--- src/design/dcm_pkg.sv ---
package dcm_pkg;

    localparam int SAMPLE_W = 16;
    localparam int SCALE_W  = 24;
    localparam int CODE_W   = 16;
    localparam int DEPTH_W  = 40;
    localparam int INV_W    = 41;
    localparam int T_W      = 17;
    localparam int COLOR_W  = 8;

    localparam int CFG_IDX_W  = 3;
    localparam int CFG_DATA_W = 41;

    // Width of the rounding products of the color stage (255 * 65536 + 32768 < 2^24).
    localparam int PROD_W = 25;

    localparam logic [T_W-1:0]     Q16_ONE     = 17'h1_0000;
    localparam logic [PROD_W-1:0]  ROUND_HALF  = 25'd32768;
    localparam logic [PROD_W-1:0]  RED_GAIN    = 25'd255;
    localparam logic [PROD_W-1:0]  GREEN_GAIN  = 25'd190;
    localparam logic [COLOR_W-1:0] GREEN_BASE  = 8'd35;

    localparam logic [COLOR_W-1:0] BG_RED   = 8'd18;
    localparam logic [COLOR_W-1:0] BG_GREEN = 8'd20;
    localparam logic [COLOR_W-1:0] BG_BLUE  = 8'd22;

    localparam logic [SCALE_W-1:0] RST_DEPTH_SCALE   = 24'd16777;
    localparam logic [CODE_W-1:0]  RST_INVALID_CODE  = 16'd0;
    localparam logic [DEPTH_W-1:0] RST_MIN_DEPTH     = 40'd0;
    localparam logic [DEPTH_W-1:0] RST_MAX_DEPTH     = 40'd83886080;
    localparam logic [INV_W-1:0]   RST_INVERSE_RANGE = 41'd13107;

    typedef enum logic [CFG_IDX_W-1:0] {
        REG_DEPTH_SCALE   = 3'd0,
        REG_INVALID_CODE  = 3'd1,
        REG_MIN_DEPTH     = 3'd2,
        REG_MAX_DEPTH     = 3'd3,
        REG_INVERSE_RANGE = 3'd4
    } t_cfg_idx;

    // Control that travels with each pipeline stage.
    typedef struct packed {
        logic vld;
        logic show;
    } t_ctl;

endpackage

--- src/design/dcm_range.sv ---
module dcm_range (
    input  logic                         i_clk,
    input  logic                         i_rst_n,
    input  logic                         i_en,
    input  logic                         i_vld,
    input  logic [dcm_pkg::SAMPLE_W-1:0] i_sample,
    input  logic [dcm_pkg::SCALE_W-1:0]  i_depth_scale,
    input  logic [dcm_pkg::CODE_W-1:0]   i_invalid_code,
    input  logic [dcm_pkg::DEPTH_W-1:0]  i_min_depth,
    input  logic [dcm_pkg::DEPTH_W-1:0]  i_max_depth,
    output dcm_pkg::t_ctl                o_ctl,
    output logic [dcm_pkg::DEPTH_W-1:0]  o_diff
);
    import dcm_pkg::*;

    t_ctl               r_ctl_a;
    logic [DEPTH_W-1:0] r_d;
    logic [DEPTH_W-1:0] n_d;
    t_ctl               r_ctl_b;
    logic [DEPTH_W-1:0] r_diff;
    logic               n_show;
    logic [DEPTH_W-1:0] n_diff;

    // First stage: raw count times meters per count, exact in 40 bits.
    assign n_d = DEPTH_W'(i_sample) * DEPTH_W'(i_depth_scale);

    always_ff @(posedge i_clk) begin
        if (!i_rst_n) begin
            r_ctl_a <= '0;
        end else if (i_en) begin
            r_ctl_a.vld  <= i_vld;
            r_ctl_a.show <= (i_sample != i_invalid_code);
        end
    end

    always_ff @(posedge i_clk) begin
        if (i_en) begin
            r_d <= n_d;
        end
    end

    // Second stage: window check and offset from the lower bound.
    assign n_show = r_ctl_a.show && (r_d >= i_min_depth) && (r_d <= i_max_depth);
    assign n_diff = r_d - i_min_depth;

    always_ff @(posedge i_clk) begin
        if (!i_rst_n) begin
            r_ctl_b <= '0;
        end else if (i_en) begin
            r_ctl_b.vld  <= r_ctl_a.vld;
            r_ctl_b.show <= n_show;
        end
    end

    always_ff @(posedge i_clk) begin
        if (i_en) begin
            r_diff <= n_diff;
        end
    end

    assign o_ctl  = r_ctl_b;
    assign o_diff = r_diff;

endmodule

--- config.mk ---
export PLATFORM = sky130hd
export DESIGN_NAME = dcm_range
export DESIGN_NICKNAME = d
export VERILOG_FILES = /design/src/design/dcm_pkg.sv /design/src/design/dcm_range.sv
export SDC_FILE = /design/constraint.sdc
export NUM_CORES = 1
export LEC_CHECK = 0
export BUFFER_PORTS_ARGS = -buffer_cell sky130_fd_sc_hd__buf_4
export CAP_MARGIN = 20
export CELL_PAD_IN_SITES_DETAIL_PLACEMENT = 1
export CELL_PAD_IN_SITES_GLOBAL_PLACEMENT = 1
export CORE_MARGIN = 1.5
export CORE_UTILIZATION = 45
export CTS_BUF_LIST = sky130_fd_sc_hd__clkbuf_8
export CTS_CLUSTER_DIAMETER = 40
export DETAILED_ROUTE_END_ITERATION = 7
export GPL_TIMING_DRIVEN = 0
export PLACE_DENSITY_LB_ADDON = 0.1
export SLEW_MARGIN = 20
export SYNTH_ARGS = -nofsm -noshare
export SYNTH_HDL_FRONTEND = slang
export SYNTH_SLANG_ARGS = --single-unit
--- constraint.sdc ---
create_clock -name i_clk -period 8.65 [get_ports i_clk]
set_clock_uncertainty 0.2 [all_clocks]
set_input_delay 0.865 -clock i_clk [delete_from_list [all_inputs] [get_ports i_clk]]
set_output_delay 0.865 -clock i_clk [all_outputs]
set_load 0.05 [all_outputs]
==> reports/qor.txt <==
Run status = completed
Top post-synthesis cells by area = fa_1 34%, edfxtp_1 13%, ha_1 13%
Initial DRC Count = 512
Post-Syn Nets = 2653
RePlAce Congestion = 0.912
Post-Route WL = 56700 um
CP Depth = 24
Nets@finish = 2842
Core ar. = 39900 um2
CP delay by family, top = adder cells
Clock buffer depth = 2
Total GRT Usage = 28.0%
Synth cell types = 59
Initial Util = 45.8%
CP arrival = 7940 ps
Die Width = 204 um
Placement Setup Slack = 262 ps
Post-synth top area cell = fa_1
Area share of the largest cell type after synthesis = 33.7%
Mapped cell area = 18300 um2
R2R Setup Slk = 5140 ps
Max-slew violations = 0
Commonest non-fill, non-tap cell in the layout = inv_1
Syn avg cell area = 9.07 um2
Boundary Pins = 182
Worst R2R Start = r_d[4]
Number of buffers inserted by hold repair at cts = 0
Postcts setup bufs = 0
Die area = 41800 um2
Total CTS buffers = 9
Grt total ovfl = 0
Tmin final = 8010 ps
Clock Sinks = 84
Fmax = 125 MHz
Rows = 73
Share of layout cells above drive strength 1 = 9.06%
Reg2reg path depth = 10
Setup crit start kind = input pin
Gate Count Post-Synth = 2014
Fin Setup TNS = 0 ps
DR vias = 14500
Ys async rst share = 0%
Area Growth Syn to Fin = 12.0%
Main synth FF type = edfxtp_1
Crit path capture = r_d[36]
Slew @ Worst Pin = 1050 ps
Syn. warnings = 0
Crit path from = i_sample[8]
Critical-path cell list = clkbuf_1, clkbuf_1, nand2_1, fa_1, inv_1, fa_1, inv_1, fa_1, inv_1, fa_1, fa_1, inv_1, fa_1, inv_1, ha_1, nand4_1, inv_1, nand4_1, a2111oi_0, o21ai_1, a31oi_1, a21oi_1, nand2_1, o211ai_1
Post-synthesis register bit count = 84
Final setup margin = 640 ps
Final setup vio count = 0
CTS H-tree lvls = 3
Final Cycle Share = 92.6%
Worst-Skew Late Latency = 400 ps
CTS root buf = clkbuf_8
Buf+Inv Stages, Crit Path = 8
Clock slew at the register clock pins of the worst setup and hold paths = 70 ps
Initial DRT Pass Iterations = 5
Commonest non-fill, non-tap cells in the layout = 437 x inv_1, 307 x fa_1, 251 x nand2_1, 192 x ha_1
First-pass GRT wire length = 88300 um
Vias in the first global route = 16000
Worst Hold Launch = o_ctl[0]
Post-route ant nets = 0
Largest net degree at the start of global routing = 87
Die height = 204 um
# Max-Cap Violations = 0
Largest stage delay on the critical path = 810 ps
Vias per inst = 5.31
Sequential share of the synthesized area = 13.6%
Max stage delay cell, worst path = a2111oi_0
RSZ-0062 raised after global routing = false
Drt drc = 0
Crit path max fanout = 10
HP Class = flop to flop
Post-DP HPWL = 47800 um
PortBufs = 178
Post-CTS sizing = 0
CP Class = input pin to flop
CTS tree = done
Worst r2r dst = o_diff[34]
Post-synth EDFFs = 80
Worst Setup End Kind = flop
Fin. Hold Viols = 0
Worst rel slew slack = 30.2%
Wire length per cell = 20.7 um
CP required = 8580 ps
Initial antenna violation count = 0
-- registers in the layout, summed over array words and instances (netlist names) --
name	count
o_ctl	2
o_diff	40
r_d	40
r_ctl_a	2
-- cell usage after synthesis, types with 3 or more instances --
cell type / count
ha_1: 192
o21ai_1: 20
o211ai_1: 9
nand3_1: 22
o21bai_1: 8
a311oi_1: 3
a211o_1: 4
nor2b_1: 12
xnor2_1: 64
or3_1: 4
and3_1: 11
clkbuf_1: 70
nand4_1: 23
a31oi_1: 15
nor3_1: 12
nand2b_1: 5
nand2_1: 251
nor2_1: 43
dfxtp_1: 4
a21o_1: 58
o21ai_0: 20
nor4_1: 5
o21a_1: 11
xor2_1: 24
a211oi_1: 3
edfxtp_1: 80
inv_1: 435
a21oi_1: 81
and2_1: 178
fa_1: 307
a311o_1: 4
-- tightest hold or removal path, cell delays in order, from the launching register on --
cell and delay [ps]:
dfxtp_1 350, nand2b_1 80, a21boi_1 50
-- cell families (layout without fill, tap and decap cells) --
kind of cell	after synthesis	in the layout	synth area share, %
AOI/OAI and AO/OA	263	263	9.46
xor gates and xnor gates	88	88	4.22
adders and majority gates	499	499	46.8
buffers and inverters	506	700	10.4
DFF	84	84	13.6
muxes	2	2	0.110
other	0	1	0
and+or+nand+nor	572	572	15.4
-- cell type report --
class	count	area [um2]
buffer	71	268
fill	4733	19500
clock buffer	13	179
inverter	435	1630
sequential	84	2480
timing repair buffer	178	1340
clock inverter	3	12.5
multi-input combinational	1424	13900
tap	525	657
antenna	1	2.50
-- routing by layer --
metal  GRT usage (%)  routed length [um]
met5               0                   0
met4            9.85                1850
met3            3.97                3080
met2            48.0               27400
met1            36.1               24400
-- per-stage QoR --
step | area [um2] | instances | hold WS, ps | utilization (%)
floorplan | 18300 | 2014 | 270 | -
global placement | 20300 | 2717 | 295 | 50.7
detailed placement | 20300 | 2717 | 315 | 50.7
CTS | 20400 | 2733 | 327 | 51.2
global route | 20400 | 2733 | 349 | 51.2
finish | 20400 | 2734 | 330 | 51.2
-- worst min-delay path by stage --
stage | end | slack (ps) | cells past startpoint
2_1_floorplan | o_ctl[0] | 270 | 2
3_3_place_gp | o_ctl[1] | 290 | 2
3_5_place_dp | o_ctl[0] | 310 | 2
4_1_cts | o_ctl[0] | 330 | 2
5_1_grt | o_ctl[0] | 350 | 2
6_report | o_ctl[0] | 330 | 2
Power is not shown: default switching activity piles up to over one toggle a cycle in this logic, so the estimate is an artifact.
