==> src/design/dcm_pkg.sv <==
package dcm_pkg;

    localparam int SAMPLE_W = 16;
    localparam int SCALE_W  = 24;
    localparam int CODE_W   = 16;
    localparam int DEPTH_W  = 40;
    localparam int INV_W    = 41;
    localparam int T_W      = 17;
    localparam int COLOR_W  = 8;

    localparam int CFG_IDX_W  = 3;
    localparam int CFG_DATA_W = 41;

    // Width of the rounding products of the color stage (255 * 65536 + 32768 < 2^24).
    localparam int PROD_W = 25;

    localparam logic [T_W-1:0]     Q16_ONE     = 17'h1_0000;
    localparam logic [PROD_W-1:0]  ROUND_HALF  = 25'd32768;
    localparam logic [PROD_W-1:0]  RED_GAIN    = 25'd255;
    localparam logic [PROD_W-1:0]  GREEN_GAIN  = 25'd190;
    localparam logic [COLOR_W-1:0] GREEN_BASE  = 8'd35;

    localparam logic [COLOR_W-1:0] BG_RED   = 8'd18;
    localparam logic [COLOR_W-1:0] BG_GREEN = 8'd20;
    localparam logic [COLOR_W-1:0] BG_BLUE  = 8'd22;

    localparam logic [SCALE_W-1:0] RST_DEPTH_SCALE   = 24'd16777;
    localparam logic [CODE_W-1:0]  RST_INVALID_CODE  = 16'd0;
    localparam logic [DEPTH_W-1:0] RST_MIN_DEPTH     = 40'd0;
    localparam logic [DEPTH_W-1:0] RST_MAX_DEPTH     = 40'd83886080;
    localparam logic [INV_W-1:0]   RST_INVERSE_RANGE = 41'd13107;

    typedef enum logic [CFG_IDX_W-1:0] {
        REG_DEPTH_SCALE   = 3'd0,
        REG_INVALID_CODE  = 3'd1,
        REG_MIN_DEPTH     = 3'd2,
        REG_MAX_DEPTH     = 3'd3,
        REG_INVERSE_RANGE = 3'd4
    } t_cfg_idx;

    // Control that travels with each pipeline stage.
    typedef struct packed {
        logic vld;
        logic show;
    } t_ctl;

endpackage

==> src/design/dcm_color.sv <==
module dcm_color (
    input  logic                        i_clk,
    input  logic                        i_rst_n,
    input  logic                        i_en,
    input  dcm_pkg::t_ctl               i_ctl,
    input  logic [dcm_pkg::T_W-1:0]     i_t,
    input  logic [dcm_pkg::T_W-1:0]     i_m,
    output logic                        o_vld,
    output logic [dcm_pkg::COLOR_W-1:0] o_red,
    output logic [dcm_pkg::COLOR_W-1:0] o_green,
    output logic [dcm_pkg::COLOR_W-1:0] o_blue
);
    import dcm_pkg::*;

    localparam int CH_LSB = 16;

    logic [PROD_W-1:0]  n_red_p;
    logic [PROD_W-1:0]  n_green_p;
    logic [PROD_W-1:0]  n_blue_p;
    logic [COLOR_W-1:0] n_red;
    logic [COLOR_W-1:0] n_green;
    logic [COLOR_W-1:0] n_blue;
    logic               r_vld;
    logic [COLOR_W-1:0] r_red;
    logic [COLOR_W-1:0] r_green;
    logic [COLOR_W-1:0] r_blue;

    // Round half up: add one half in Q16 and keep the integer bits.
    always_comb begin
        n_red_p   = PROD_W'(i_t) * RED_GAIN + ROUND_HALF;
        n_green_p = PROD_W'(i_m) * GREEN_GAIN + ROUND_HALF;
        n_blue_p  = PROD_W'(Q16_ONE - i_t) * RED_GAIN + ROUND_HALF;
        if (i_ctl.show) begin
            n_red   = n_red_p[CH_LSB+COLOR_W-1:CH_LSB];
            n_green = GREEN_BASE + n_green_p[CH_LSB+COLOR_W-1:CH_LSB];
            n_blue  = n_blue_p[CH_LSB+COLOR_W-1:CH_LSB];
        end else begin
            n_red   = BG_RED;
            n_green = BG_GREEN;
            n_blue  = BG_BLUE;
        end
    end

    always_ff @(posedge i_clk) begin
        if (!i_rst_n) begin
            r_vld <= 1'b0;
        end else if (i_en) begin
            r_vld <= i_ctl.vld;
        end
    end

    always_ff @(posedge i_clk) begin
        if (i_en) begin
            r_red   <= n_red;
            r_green <= n_green;
            r_blue  <= n_blue;
        end
    end

    assign o_vld   = r_vld;
    assign o_red   = r_red;
    assign o_green = r_green;
    assign o_blue  = r_blue;

endmodule
==> config.mk <==
export PLATFORM = sky130hd
export DESIGN_NAME = dcm_color
export DESIGN_NICKNAME = d
export VERILOG_FILES = /design/src/design/dcm_pkg.sv /design/src/design/dcm_color.sv
export SDC_FILE = /design/constraint.sdc
export NUM_CORES = 1
export LEC_CHECK = 0
export BUFFER_PORTS_ARGS = -buffer_cell sky130_fd_sc_hd__buf_2
export CAP_MARGIN = 20
export CORE_ASPECT_RATIO = 1.25
export CORE_MARGIN = 5
export CORE_UTILIZATION = 35
export DETAILED_ROUTE_END_ITERATION = 6
export HOLD_SLACK_MARGIN = 0.05
export PLACE_DENSITY = 0.62
export SYNTH_ARGS = -nofsm -noshare
export SYNTH_HDL_FRONTEND = slang
export SYNTH_SLANG_ARGS = --single-unit
==> constraint.sdc <==
create_clock -name i_clk -period 8 [get_ports i_clk]
set_input_delay 1.6 -clock i_clk [delete_from_list [all_inputs] [get_ports i_clk]]
set_output_delay 1.6 -clock i_clk [all_outputs]
set_load 0.02 [all_outputs]
==> results.ini <==
[detailed_routing]
routedWlPerCell_um = 12.4
drc = 0
vias = 6747
routed_via_density = 4.47
drt_iter0_markers = 152
postRouteWirelength_um = 18800
dr.pass1.iters = 4
ant_nets = 0

[placement]
dpl.cell_count = 1505
place_ws_ns = -0.0358
io_buffers = 63
routabilityCongestion = 0.810
dp_hpwl_um = 17400

[global_routing]
gr-total-overflow = 0
grt_max_degree = 26
grt_usage = 0.123
grt_pass1_wl_um = 34200
antenna_found_initial = 0
grt_pass1_vias = 7537

[sta]
fin_worst_skew_ns = 0
slew_viol_final = 0
finalHoldViolCount = 0
finalCritPeriodShare = 0.947
timing.final.ws_setup_ns = 0.422
timing.fmax_ghz = 0.132
maxSlewHeadroom = 0.594
layout_min_cycle_time_ns = 7.58
tightestPinTransition_ns = 0.609
setup_viol = 0
whs_ns = 0.536

[clock_network]
cts_sinks = 25
clk_pin_slew_worst_paths_ns = 0.07
cts_buffers = 3
clockRootBuffer = clkbuf_16
cts_tree = done
cts_buffer_depth = 2
clock_latency_ns = 0.27
hold_buffers = 0
h-tree-depth = 1

[finish]
most-common-layout-cells = inv_1 (316), fa_1 (208), ha_1 (182)
syn_to_final_growth_pct = 10.9
final_util = 0.392
layoutNonFillerInstCount = 1511
nets = 1545
mostFrequentLayoutCell = inv_1
drive_gt1_frac = 0.112
diodes = 0

[power_and_ir_drop]
vdd_drop_max_mv = 0.425
p_leak_nw = 5.96
power_frac_seq = 0.068
powerDensity_nw_per_um2 = 406
clockPowerShare = 0.025
p_int_mw = 2.22
switching_share = 0.522
power_mw = 4.65
switchingPower_mw = 2.43
combPwrFrac = 0.907

[synth]
ys_seq_area_frac = 0.0718
yosysWarningCount = 0
ys_top_cells_by_area = fa_1 (40%), ha_1 (22%), inv_1 (12%), edfxtp_1 (7.0%), xnor2_1 (3.2%)
synth_edf_count = 24
synthFlopType = edfxtp_1
synth_nets = 1457
synthCells = 1028
syn_area_per_cell_um2 = 10.0
async_flop_share = 0
synth_seq_cells = 25
syn-cell-area_um2 = 10300
synth_top_area_frac = 0.403
yosysUniqueCellTypes = 64
yosys.area.top_type = fa_1

[critical_path]
worstPathArrival_ns = 7.58
cp_slowest_cell = fa_1
timing.rr.end = o_vld
reg2reg_depth = 2
max_stage_delay_ns = 0.54
cp-end-kind = register
cp.required_ns = 8.00
r2r_start = o_vld
crit_type = input pin to register
crit_fanout = 4
r2r_slack_ns = 7.40
start_kind = input pin

[worst_hold_path]
hp-start = o_vld
min_path_cells = 2
min_path_type = register to register
hold_path_end = o_vld

[status]
outcome = complete, no violations

[floorplan]
die_area_um2 = 33000
core_um2 = 29200
die_h_um = 202
num_io_pins = 64
start_util = 0.354
rows = 70
die_w_um = 164

[run]
cap_violations = 0

power by group through the flow:
stage	Combinational [mW]	Sequential [mW]	Clock, mW
finish	4.22	0.318	0.115
CTS	4.29	0.321	0.121
global placement	4.19	0.323	0
floorplan	3.28	0.400	0
detailed placement	4.25	0.321	0
global route	4.93	0.324	0.127
critical path, delay by kind of cell:
kind,cells,cell delay (ns)
adders and majority gates,7,2.81
xor gates and xnor gates,2,0.29
buffers and inverters,8,0.67
and+or+nand+nor,5,0.53
AOI/OAI and AO/OA,7,1.67
stage by stage:
| stage | TNS [ns] | instance area, um^2 |
|---|---|---|
| final | 0 | 11400 |
| after global routing | -0.00415 | 11400 |
| after CTS | 0 | 11400 |
| after detailed placement | -0.0488 | 11300 |
| after global placement | 0 | 11300 |
| after floorplan | 0 | 10300 |
worst max-delay path by stage:
stage | startpoint | to | slack, ns
global placement | i_t[5] | o_blue[6] | 0.07
CTS | i_t[1] | o_blue[6] | 0.25
global route | i_t[1] | o_blue[6] | -0.004
detailed placement | i_t[1] | o_blue[6] | -0.04
floorplan | i_t[1] | o_blue[6] | 0.39
finish | i_t[1] | o_blue[6] | 0.42
kinds of logic after synthesis:
kind of cell               Yosys count  synth area share
muxes                                1          0.000970
DFF                                 25            0.0718
AOI/OAI and AO/OA                  100            0.0675
adders and majority gates          390             0.624
and+or+nand+nor                    132            0.0700
xor gates and xnor gates            53            0.0463
buffers and inverters              327             0.119
synth_stat cells (2+ instances only):
cell / instances
a211o_1: 2
a211oi_1: 3
a21o_1: 8
a21oi_1: 25
a21oi_2: 2
a2bb2oi_1: 2
a31oi_1: 5
and2_1: 4
and3_1: 8
and4_1: 4
buf_2: 3
clkbuf_1: 4
edfxtp_1: 24
fa_1: 208
ha_1: 182
inv_1: 320
nand2_1: 31
nand2b_1: 5
nand3_1: 11
nand3_2: 2
nand4_1: 4
nor2_1: 33
nor2b_1: 6
nor3_1: 8
nor3b_1: 2
nor4b_1: 2
o211ai_1: 6
o21a_1: 6
o21ai_0: 13
o21ai_1: 6
o21bai_1: 4
o41ai_1: 2
or3_1: 2
xnor2_1: 38
xor2_1: 14
layer usage:
| metal | GRT usage | up-vias | share of wire |
|---|---|---|---|
| li1 | - | 3342 | - |
| met1 | 0.156 | 3329 | 0.41 |
| met2 | 0.232 | 63 | 0.55 |
| met3 | 0.00857 | 13 | 0.023 |
| met4 | 0.0189 | 0 | 0.0092 |
| met5 | 0 | - | 0 |
registers in the layout (all words and copies together), names as in the netlist:
name and count:
o_blue 8, o_vld 1, o_green 8, o_red 8
layout make-up:
| cell class | instances | area, um^2 |
|---|---|---|
| inverters | 320 | 1200 |
| clock inverters | 1 | 5.00 |
| fillers | 2909 | 17700 |
| well taps | 396 | 495 |
| flip-flops and latches | 25 | 741 |
| repair buffers | 90 | 518 |
| multi-input cells | 676 | 8410 |
| clock buffers | 3 | 75.1 |
what timing repair did:
action,CTS,global route
gates resized for setup,0,16
setup buffers,0,2
setup endpoints to repair,0,3
Power figures use the tool's default switching activity.
