$ cat src/design/dcm_pkg.sv
package dcm_pkg;

    localparam int SAMPLE_W = 16;
    localparam int SCALE_W  = 24;
    localparam int CODE_W   = 16;
    localparam int DEPTH_W  = 40;
    localparam int INV_W    = 41;
    localparam int T_W      = 17;
    localparam int COLOR_W  = 8;

    localparam int CFG_IDX_W  = 3;
    localparam int CFG_DATA_W = 41;

    // Width of the rounding products of the color stage (255 * 65536 + 32768 < 2^24).
    localparam int PROD_W = 25;

    localparam logic [T_W-1:0]     Q16_ONE     = 17'h1_0000;
    localparam logic [PROD_W-1:0]  ROUND_HALF  = 25'd32768;
    localparam logic [PROD_W-1:0]  RED_GAIN    = 25'd255;
    localparam logic [PROD_W-1:0]  GREEN_GAIN  = 25'd190;
    localparam logic [COLOR_W-1:0] GREEN_BASE  = 8'd35;

    localparam logic [COLOR_W-1:0] BG_RED   = 8'd18;
    localparam logic [COLOR_W-1:0] BG_GREEN = 8'd20;
    localparam logic [COLOR_W-1:0] BG_BLUE  = 8'd22;

    localparam logic [SCALE_W-1:0] RST_DEPTH_SCALE   = 24'd16777;
    localparam logic [CODE_W-1:0]  RST_INVALID_CODE  = 16'd0;
    localparam logic [DEPTH_W-1:0] RST_MIN_DEPTH     = 40'd0;
    localparam logic [DEPTH_W-1:0] RST_MAX_DEPTH     = 40'd83886080;
    localparam logic [INV_W-1:0]   RST_INVERSE_RANGE = 41'd13107;

    typedef enum logic [CFG_IDX_W-1:0] {
        REG_DEPTH_SCALE   = 3'd0,
        REG_INVALID_CODE  = 3'd1,
        REG_MIN_DEPTH     = 3'd2,
        REG_MAX_DEPTH     = 3'd3,
        REG_INVERSE_RANGE = 3'd4
    } t_cfg_idx;

    // Control that travels with each pipeline stage.
    typedef struct packed {
        logic vld;
        logic show;
    } t_ctl;

endpackage

$ cat src/design/dcm_frac.sv
module dcm_frac (
    input  logic                        i_clk,
    input  logic                        i_rst_n,
    input  logic                        i_en,
    input  dcm_pkg::t_ctl               i_ctl,
    input  logic [dcm_pkg::DEPTH_W-1:0] i_diff,
    input  logic [dcm_pkg::INV_W-1:0]   i_inv_range,
    output dcm_pkg::t_ctl               o_ctl,
    output logic [dcm_pkg::T_W-1:0]     o_t,
    output logic [dcm_pkg::T_W-1:0]     o_m
);
    import dcm_pkg::*;

    localparam int A_LO_W = 20;
    localparam int A_HI_W = DEPTH_W - A_LO_W;
    localparam int B_LO_W = 21;
    localparam int B_HI_W = INV_W - B_LO_W;
    localparam int P10_W  = A_HI_W + B_LO_W;
    localparam int P01_W  = A_LO_W + B_HI_W;
    localparam int P00_W  = A_LO_W + B_LO_W;
    localparam int SUM_W  = 63;
    localparam int FRAC_SHIFT = 24;

    logic [A_HI_W-1:0] w_a1;
    logic [A_LO_W-1:0] w_a0;
    logic [B_HI_W-1:0] w_b1;
    logic [B_LO_W-1:0] w_b0;

    t_ctl             r_ctl_c;
    logic             r_hi_nz;
    logic [P10_W-1:0] r_p10;
    logic [P01_W-1:0] r_p01;
    logic [P00_W-1:0] r_p00;

    logic [SUM_W-1:0] n_sum;
    t_ctl             r_ctl_d;
    logic             r_over;
    logic [T_W-1:0]   r_mid;

    logic [T_W-1:0]   n_t;
    logic [T_W:0]     n_two_t;
    logic [T_W:0]     n_dist;
    logic [T_W-1:0]   n_m;
    t_ctl             r_ctl_e;
    logic [T_W-1:0]   r_t;
    logic [T_W-1:0]   r_m;

    assign w_a1 = i_diff[DEPTH_W-1:A_LO_W];
    assign w_a0 = i_diff[A_LO_W-1:0];
    assign w_b1 = i_inv_range[INV_W-1:B_LO_W];
    assign w_b0 = i_inv_range[B_LO_W-1:0];

    // Partial products. The high-by-high term lands at 2^41 or above, which
    // always saturates, so only whether it is nonzero matters.
    always_ff @(posedge i_clk) begin
        if (!i_rst_n) begin
            r_ctl_c <= '0;
        end else if (i_en) begin
            r_ctl_c <= i_ctl;
        end
    end

    always_ff @(posedge i_clk) begin
        if (i_en) begin
            r_hi_nz <= (w_a1 != '0) && (w_b1 != '0);
            r_p10   <= P10_W'(w_a1) * P10_W'(w_b0);
            r_p01   <= P01_W'(w_a0) * P01_W'(w_b1);
            r_p00   <= P00_W'(w_a0) * P00_W'(w_b0);
        end
    end

    assign n_sum = (SUM_W'(r_p10) << A_LO_W) + (SUM_W'(r_p01) << B_LO_W) + SUM_W'(r_p00);

    always_ff @(posedge i_clk) begin
        if (!i_rst_n) begin
            r_ctl_d <= '0;
        end else if (i_en) begin
            r_ctl_d <= r_ctl_c;
        end
    end

    always_ff @(posedge i_clk) begin
        if (i_en) begin
            r_over <= r_hi_nz || (|n_sum[SUM_W-1:FRAC_SHIFT+T_W]);
            r_mid  <= n_sum[FRAC_SHIFT+T_W-1:FRAC_SHIFT];
        end
    end

    // Saturate t at 1.0, then fold it into the mid-range weight m.
    always_comb begin
        n_t     = (r_over || (r_mid > Q16_ONE)) ? Q16_ONE : r_mid;
        n_two_t = {n_t, 1'b0};
        if (n_two_t >= {1'b0, Q16_ONE}) begin
            n_dist = n_two_t - {1'b0, Q16_ONE};
        end else begin
            n_dist = {1'b0, Q16_ONE} - n_two_t;
        end
        n_m = Q16_ONE - n_dist[T_W-1:0];
    end

    always_ff @(posedge i_clk) begin
        if (!i_rst_n) begin
            r_ctl_e <= '0;
        end else if (i_en) begin
            r_ctl_e <= r_ctl_d;
        end
    end

    always_ff @(posedge i_clk) begin
        if (i_en) begin
            r_t <= n_t;
            r_m <= n_m;
        end
    end

    assign o_ctl = r_ctl_e;
    assign o_t   = r_t;
    assign o_m   = r_m;

endmodule

$ cat config.mk
export PLATFORM = sky130hd
export DESIGN_NAME = dcm_frac
export DESIGN_NICKNAME = d
export VERILOG_FILES = /design/src/design/dcm_pkg.sv /design/src/design/dcm_frac.sv
export SDC_FILE = /design/constraint.sdc
export NUM_CORES = 2
export LEC_CHECK = 0
export ABC_AREA = 1
export BUFFER_PORTS_ARGS = -buffer_cell sky130_fd_sc_hd__buf_2
export CAP_MARGIN = 20
export CORE_MARGIN = 2
export CORE_UTILIZATION = 34
export DETAILED_ROUTE_END_ITERATION = 8
export SLEW_MARGIN = 20
export SYNTH_ARGS = -nofsm -noshare
export SYNTH_HDL_FRONTEND = slang
export SYNTH_SLANG_ARGS = --single-unit
$ cat constraint.sdc
create_clock -name i_clk -period 6.4 [get_ports i_clk]
set_input_delay 0.32 -clock i_clk [delete_from_list [all_inputs] [get_ports i_clk]]
set_output_delay 0.32 -clock i_clk [all_outputs]
set_load 0.01 [all_outputs]
==> flow_results.xml <==
<?xml version="1.0" encoding="UTF-8"?>
<metrics>
  <group name="drt">
    <metric name="drc" unit="">0</metric>
    <metric name="first_pass_iters" unit="">9</metric>
    <metric name="via_per_inst" unit="">4.66</metric>
    <metric name="post_drt_wl_per_cell" unit="um">16.9</metric>
    <metric name="detailroute.via_count" unit="">42127</metric>
    <metric name="final_antenna_net_count" unit="">0</metric>
    <metric name="detail_route.wirelength" unit="um">153000</metric>
    <metric name="detail_route.iter0.violations" unit="">2856</metric>
  </group>
  <group name="critical_path">
    <metric name="worstPathRequired" unit="ps">6640</metric>
    <metric name="max_stage_delay" unit="ps">590</metric>
    <metric name="timing.rr.start" unit="">r_p01[2]</metric>
    <metric name="timing.reg2reg.worst_path_depth" unit="">16</metric>
    <metric name="worstPathBufferInverterCount" unit="">9</metric>
    <metric name="worstSetupStartpointType" unit="">input pin</metric>
    <metric name="cp_max_fo" unit="">9</metric>
    <metric name="r2r-end" unit="">r_over</metric>
    <metric name="reg2reg_setup_slack" unit="ps">2910</metric>
    <metric name="critical_path.endpoint_type" unit="">register</metric>
    <metric name="setup.worst_path.end" unit="">r_p00[31]</metric>
    <metric name="critPathArrivalTime" unit="ps">6390</metric>
    <metric name="worst_path_max_delay_cell" unit="">sky130_fd_sc_hd__fa_1</metric>
    <metric name="critPathKind" unit="">in2reg</metric>
    <metric name="cp_common_cell" unit="">sky130_fd_sc_hd__fa_1</metric>
    <metric name="critical_path_depth" unit="">25</metric>
    <metric name="critical_path.startpoint" unit="">i_inv_range[9]</metric>
    <metric name="cp_top_family" unit="">adder cells</metric>
  </group>
  <group name="clocking">
    <metric name="cts_setup_buffers" unit="">0</metric>
    <metric name="cts_made_buffers" unit="">17</metric>
    <metric name="cts-root-buf" unit="">sky130_fd_sc_hd__clkbuf_16</metric>
    <metric name="clkSlewWorstSetupHoldPaths" unit="ps">70</metric>
    <metric name="cts_tree" unit="">yes</metric>
    <metric name="ctsHoldBuffers" unit="">0</metric>
    <metric name="insertion_delay" unit="ps">480</metric>
    <metric name="ctsLongestPathBuffers" unit="">2</metric>
    <metric name="cts_htree_levels" unit="">4</metric>
    <metric name="clkSinkCount" unit="">159</metric>
  </group>
  <group name="logic_synthesis">
    <metric name="syn-num-nets" unit="">8315</metric>
    <metric name="yosys_register_bits" unit="">159</metric>
    <metric name="synth_warnings" unit="">0</metric>
    <metric name="ys_dominant_reg_cell" unit="">sky130_fd_sc_hd__edfxtp_1</metric>
    <metric name="async_set_or_reset_flop_fraction_in_the_synthesized_netlist" unit="%">0</metric>
    <metric name="synth_cell_types" unit="">48</metric>
    <metric name="number_of_enable_flip_flop_cells_after_synthesis" unit="">153</metric>
    <metric name="netlist_area" unit="um^2">52100</metric>
    <metric name="postSynthAreaPerCell" unit="um^2">7.78</metric>
    <metric name="synth_sequential_area_ratio" unit="%">9.04</metric>
    <metric name="netlist_instances" unit="">6703</metric>
  </group>
  <group name="timing">
    <metric name="hold_viol_final" unit="">0</metric>
    <metric name="slew-limit-headroom" unit="%">35.3</metric>
    <metric name="setup_ws_final" unit="ps">254</metric>
    <metric name="report.final.slew_viol_count" unit="">0</metric>
    <metric name="fin_worst_skew" unit="ps">13.4</metric>
    <metric name="timing.hold.ws" unit="ps">65.0</metric>
    <metric name="tightest_slew" unit="ps">971</metric>
    <metric name="final-setup-viol-count" unit="">0</metric>
    <metric name="final_period_minus_worst_setup_slack" unit="ps">6150</metric>
    <metric name="post-route-period-util" unit="%">96.0</metric>
    <metric name="max_freq" unit="GHz">0.163</metric>
    <metric name="setup_repair_after_global_routing_missed_its_margin" unit="">no</metric>
  </group>
  <group name="cells_and_area">
    <metric name="layout_cells_excl_fill" unit="">9043</metric>
    <metric name="multi_input_comb_area" unit="um^2">38800</metric>
    <metric name="nets" unit="">8609</metric>
    <metric name="filler_cell_count" unit="">15708</metric>
    <metric name="drive_above_1_share" unit="%">8.60</metric>
    <metric name="area_growth" unit="%">12.2</metric>
    <metric name="seqCellArea" unit="um^2">4710</metric>
  </group>
  <group name="floorplanning">
    <metric name="die_height" unit="um">396</metric>
    <metric name="initial_standard_cell_utilization_of_the_core" unit="%">34.3</metric>
    <metric name="num_rows" unit="">143</metric>
    <metric name="die_w" unit="um">396</metric>
    <metric name="design.portCount" unit="">122</metric>
    <metric name="fp.dieArea" unit="um^2">156000</metric>
    <metric name="core-area" unit="um^2">152000</metric>
  </group>
  <group name="global_routing">
    <metric name="global_route_usage_sum" unit="%">20.0</metric>
    <metric name="number_of_antenna_violations_at_the_first_check_in_global_routing" unit="">16</metric>
    <metric name="grt_pass1_vias" unit="">44346</metric>
    <metric name="grt_first_pass_wirelength" unit="um">246000</metric>
    <metric name="globalRoute.totalOverflow" unit="">0</metric>
    <metric name="grt_start_max_net_pins" unit="">90</metric>
  </group>
  <group name="placed_design">
    <metric name="buffer_ports.inserted" unit="">120</metric>
    <metric name="pre_cts_slack" unit="ps">-330</metric>
    <metric name="dp.cells" unit="">9008</metric>
    <metric name="routability_congestion_estimate_from_global_placement" unit="">0.955</metric>
    <metric name="place.detailed.hpwl" unit="um">134000</metric>
  </group>
  <group name="run">
    <metric name="max_cap_violations" unit="">0</metric>
  </group>
  <group name="min_path">
    <metric name="worst_hold_path_type" unit="">in2reg</metric>
    <metric name="hold_path_startpoint" unit="">i_ctl[0]</metric>
  </group>
  <group name="status">
    <metric name="run_status" unit="">complete, no violations</metric>
  </group>
</metrics>
[Yosys cell counts (15+ instances only)]
cell                          n  area, um^2
sky130_fd_sc_hd__clkbuf_1   253         950
sky130_fd_sc_hd__xnor2_1     46         403
sky130_fd_sc_hd__a21oi_1    200        1000
sky130_fd_sc_hd__a21o_1      21         158
sky130_fd_sc_hd__nand2_1   1691        6350
sky130_fd_sc_hd__inv_1     2014        7560
sky130_fd_sc_hd__a31oi_1     33         206
sky130_fd_sc_hd__nor3_1      32         160
sky130_fd_sc_hd__ha_1       511        6390
sky130_fd_sc_hd__edfxtp_1   153        4590
sky130_fd_sc_hd__fa_1      1015       20300
sky130_fd_sc_hd__o21ai_0    111         556
sky130_fd_sc_hd__nor4_1      15        93.8
sky130_fd_sc_hd__nand4_1     24         150
sky130_fd_sc_hd__nand3_1     98         490
sky130_fd_sc_hd__o21a_1      20         150
sky130_fd_sc_hd__xor2_1      89         780
sky130_fd_sc_hd__nor2_1     275        1030
[registers in the layout, indices dropped and copies added (netlist names)]
name	count
o_ctl	2
r_mid	17
r_hi_nz	1
r_p00	21
r_ctl_d	2
r_p10	41
o_t	17
r_ctl_c	2
o_m	15
r_p01	40
r_over	1
[per-layer routing]
| metal | vias up | wire [um] | global-route usage, % |
|---|---|---|---|
| li1 | 19908 | - | - |
| met1 | 20769 | 68400 | 27.3 |
| met2 | 1245 | 71100 | 33.1 |
| met3 | 181 | 9900 | 3.15 |
| met4 | 24 | 3640 | 4.66 |
| met5 | - | 148 | 0 |
[stage by stage]
step / cell area (um^2) / setup TNS (ps) / util (%)
floorplan: 52100 / 0 / -
global placement: 57900 / -2420 / 38.1
detailed placement: 57900 / -5030 / 38.1
CTS: 58500 / 0 / 38.4
global route: 58500 / 0 / 38.5
finish: 58500 / 0 / 38.5
[layout make-up]
class	instances	share of cell area (%)
inverter	2015	12.9
clock buffer	17	0.727
tap	2030	4.34
multi-input combinational	4258	66.4
sequential	159	8.06
antenna	3	0.0128
clock inverter	15	0.272
timing repair buffer	546	7.27
[cell usage in the layout (no fill, tap or decap), types with 3 or more instances in the layout]
master	netlist	final
sky130_fd_sc_hd__inv_6	0	5
sky130_fd_sc_hd__a21boi_0	10	9
sky130_fd_sc_hd__o21bai_1	7	7
sky130_fd_sc_hd__a31oi_1	33	33
sky130_fd_sc_hd__clkbuf_4	0	3
sky130_fd_sc_hd__nor3_1	32	32
sky130_fd_sc_hd__o211ai_1	5	5
sky130_fd_sc_hd__a21o_1	21	21
sky130_fd_sc_hd__dfxtp_1	6	6
sky130_fd_sc_hd__nor2_2	4	4
sky130_fd_sc_hd__nand2_2	9	9
sky130_fd_sc_hd__o21ai_1	4	4
sky130_fd_sc_hd__o21ai_0	111	111
sky130_fd_sc_hd__buf_4	4	391
sky130_fd_sc_hd__nand2_1	1691	1691
sky130_fd_sc_hd__clkbuf_16	0	17
sky130_fd_sc_hd__fa_1	1015	1015
sky130_fd_sc_hd__and3_1	4	4
sky130_fd_sc_hd__nand3_1	98	98
sky130_fd_sc_hd__inv_1	2014	2014
sky130_fd_sc_hd__xor2_1	89	88
sky130_fd_sc_hd__ha_1	511	511
sky130_fd_sc_hd__diode_2	0	3
sky130_fd_sc_hd__clkinv_8	0	3
sky130_fd_sc_hd__edfxtp_1	153	153
sky130_fd_sc_hd__o31ai_1	7	7
sky130_fd_sc_hd__nor4_1	15	15
sky130_fd_sc_hd__o221ai_1	5	5
sky130_fd_sc_hd__nand4_1	24	24
sky130_fd_sc_hd__buf_2	2	116
sky130_fd_sc_hd__nor2_1	275	275
sky130_fd_sc_hd__inv_8	0	4
sky130_fd_sc_hd__xnor2_1	46	45
sky130_fd_sc_hd__buf_12	0	35
sky130_fd_sc_hd__a21oi_1	200	200
sky130_fd_sc_hd__o21a_1	20	20
sky130_fd_sc_hd__nor2_4	3	3
[logic make-up (layout without fill, tap and decap cells)]
group,count (synthesis),in the layout,synth area share (%)
flops,159,159,9.04
simple gates,2161,2161,16.2
fa+ha+maj,1526,1526,51.2
buf+inv,2286,2593,16.5
other cells,1,4,0.00719
compound gates,435,435,4.71
xor+xnor,135,135,2.27
[tightest hold or removal path, cell delays in order]
cell	delay (ps)
sky130_fd_sc_hd__buf_2	80
sky130_fd_sc_hd__nor2_1	30
sky130_fd_sc_hd__nor2_1	80
[repair_timing]
action,in CTS,in global routing
gates resized for setup,0,6
setup endpoints to repair,0,9
hold endpoints to repair,0,0
[worst min-delay path by stage]
stage                 end  slack, ps  cells after the start
2_1_floorplan     o_m[10]        430                      0
3_3_place_gp     o_ctl[0]        460                      2
3_5_place_dp     o_ctl[0]        460                      2
4_1_cts        r_ctl_c[0]         40                      3
5_1_grt        r_ctl_c[0]         60                      3
6_report       r_ctl_c[0]         70                      3
Power is left out: the tool's default activity adds up to more than one toggle a clock period on the data nets, which glitch-free logic cannot reach.
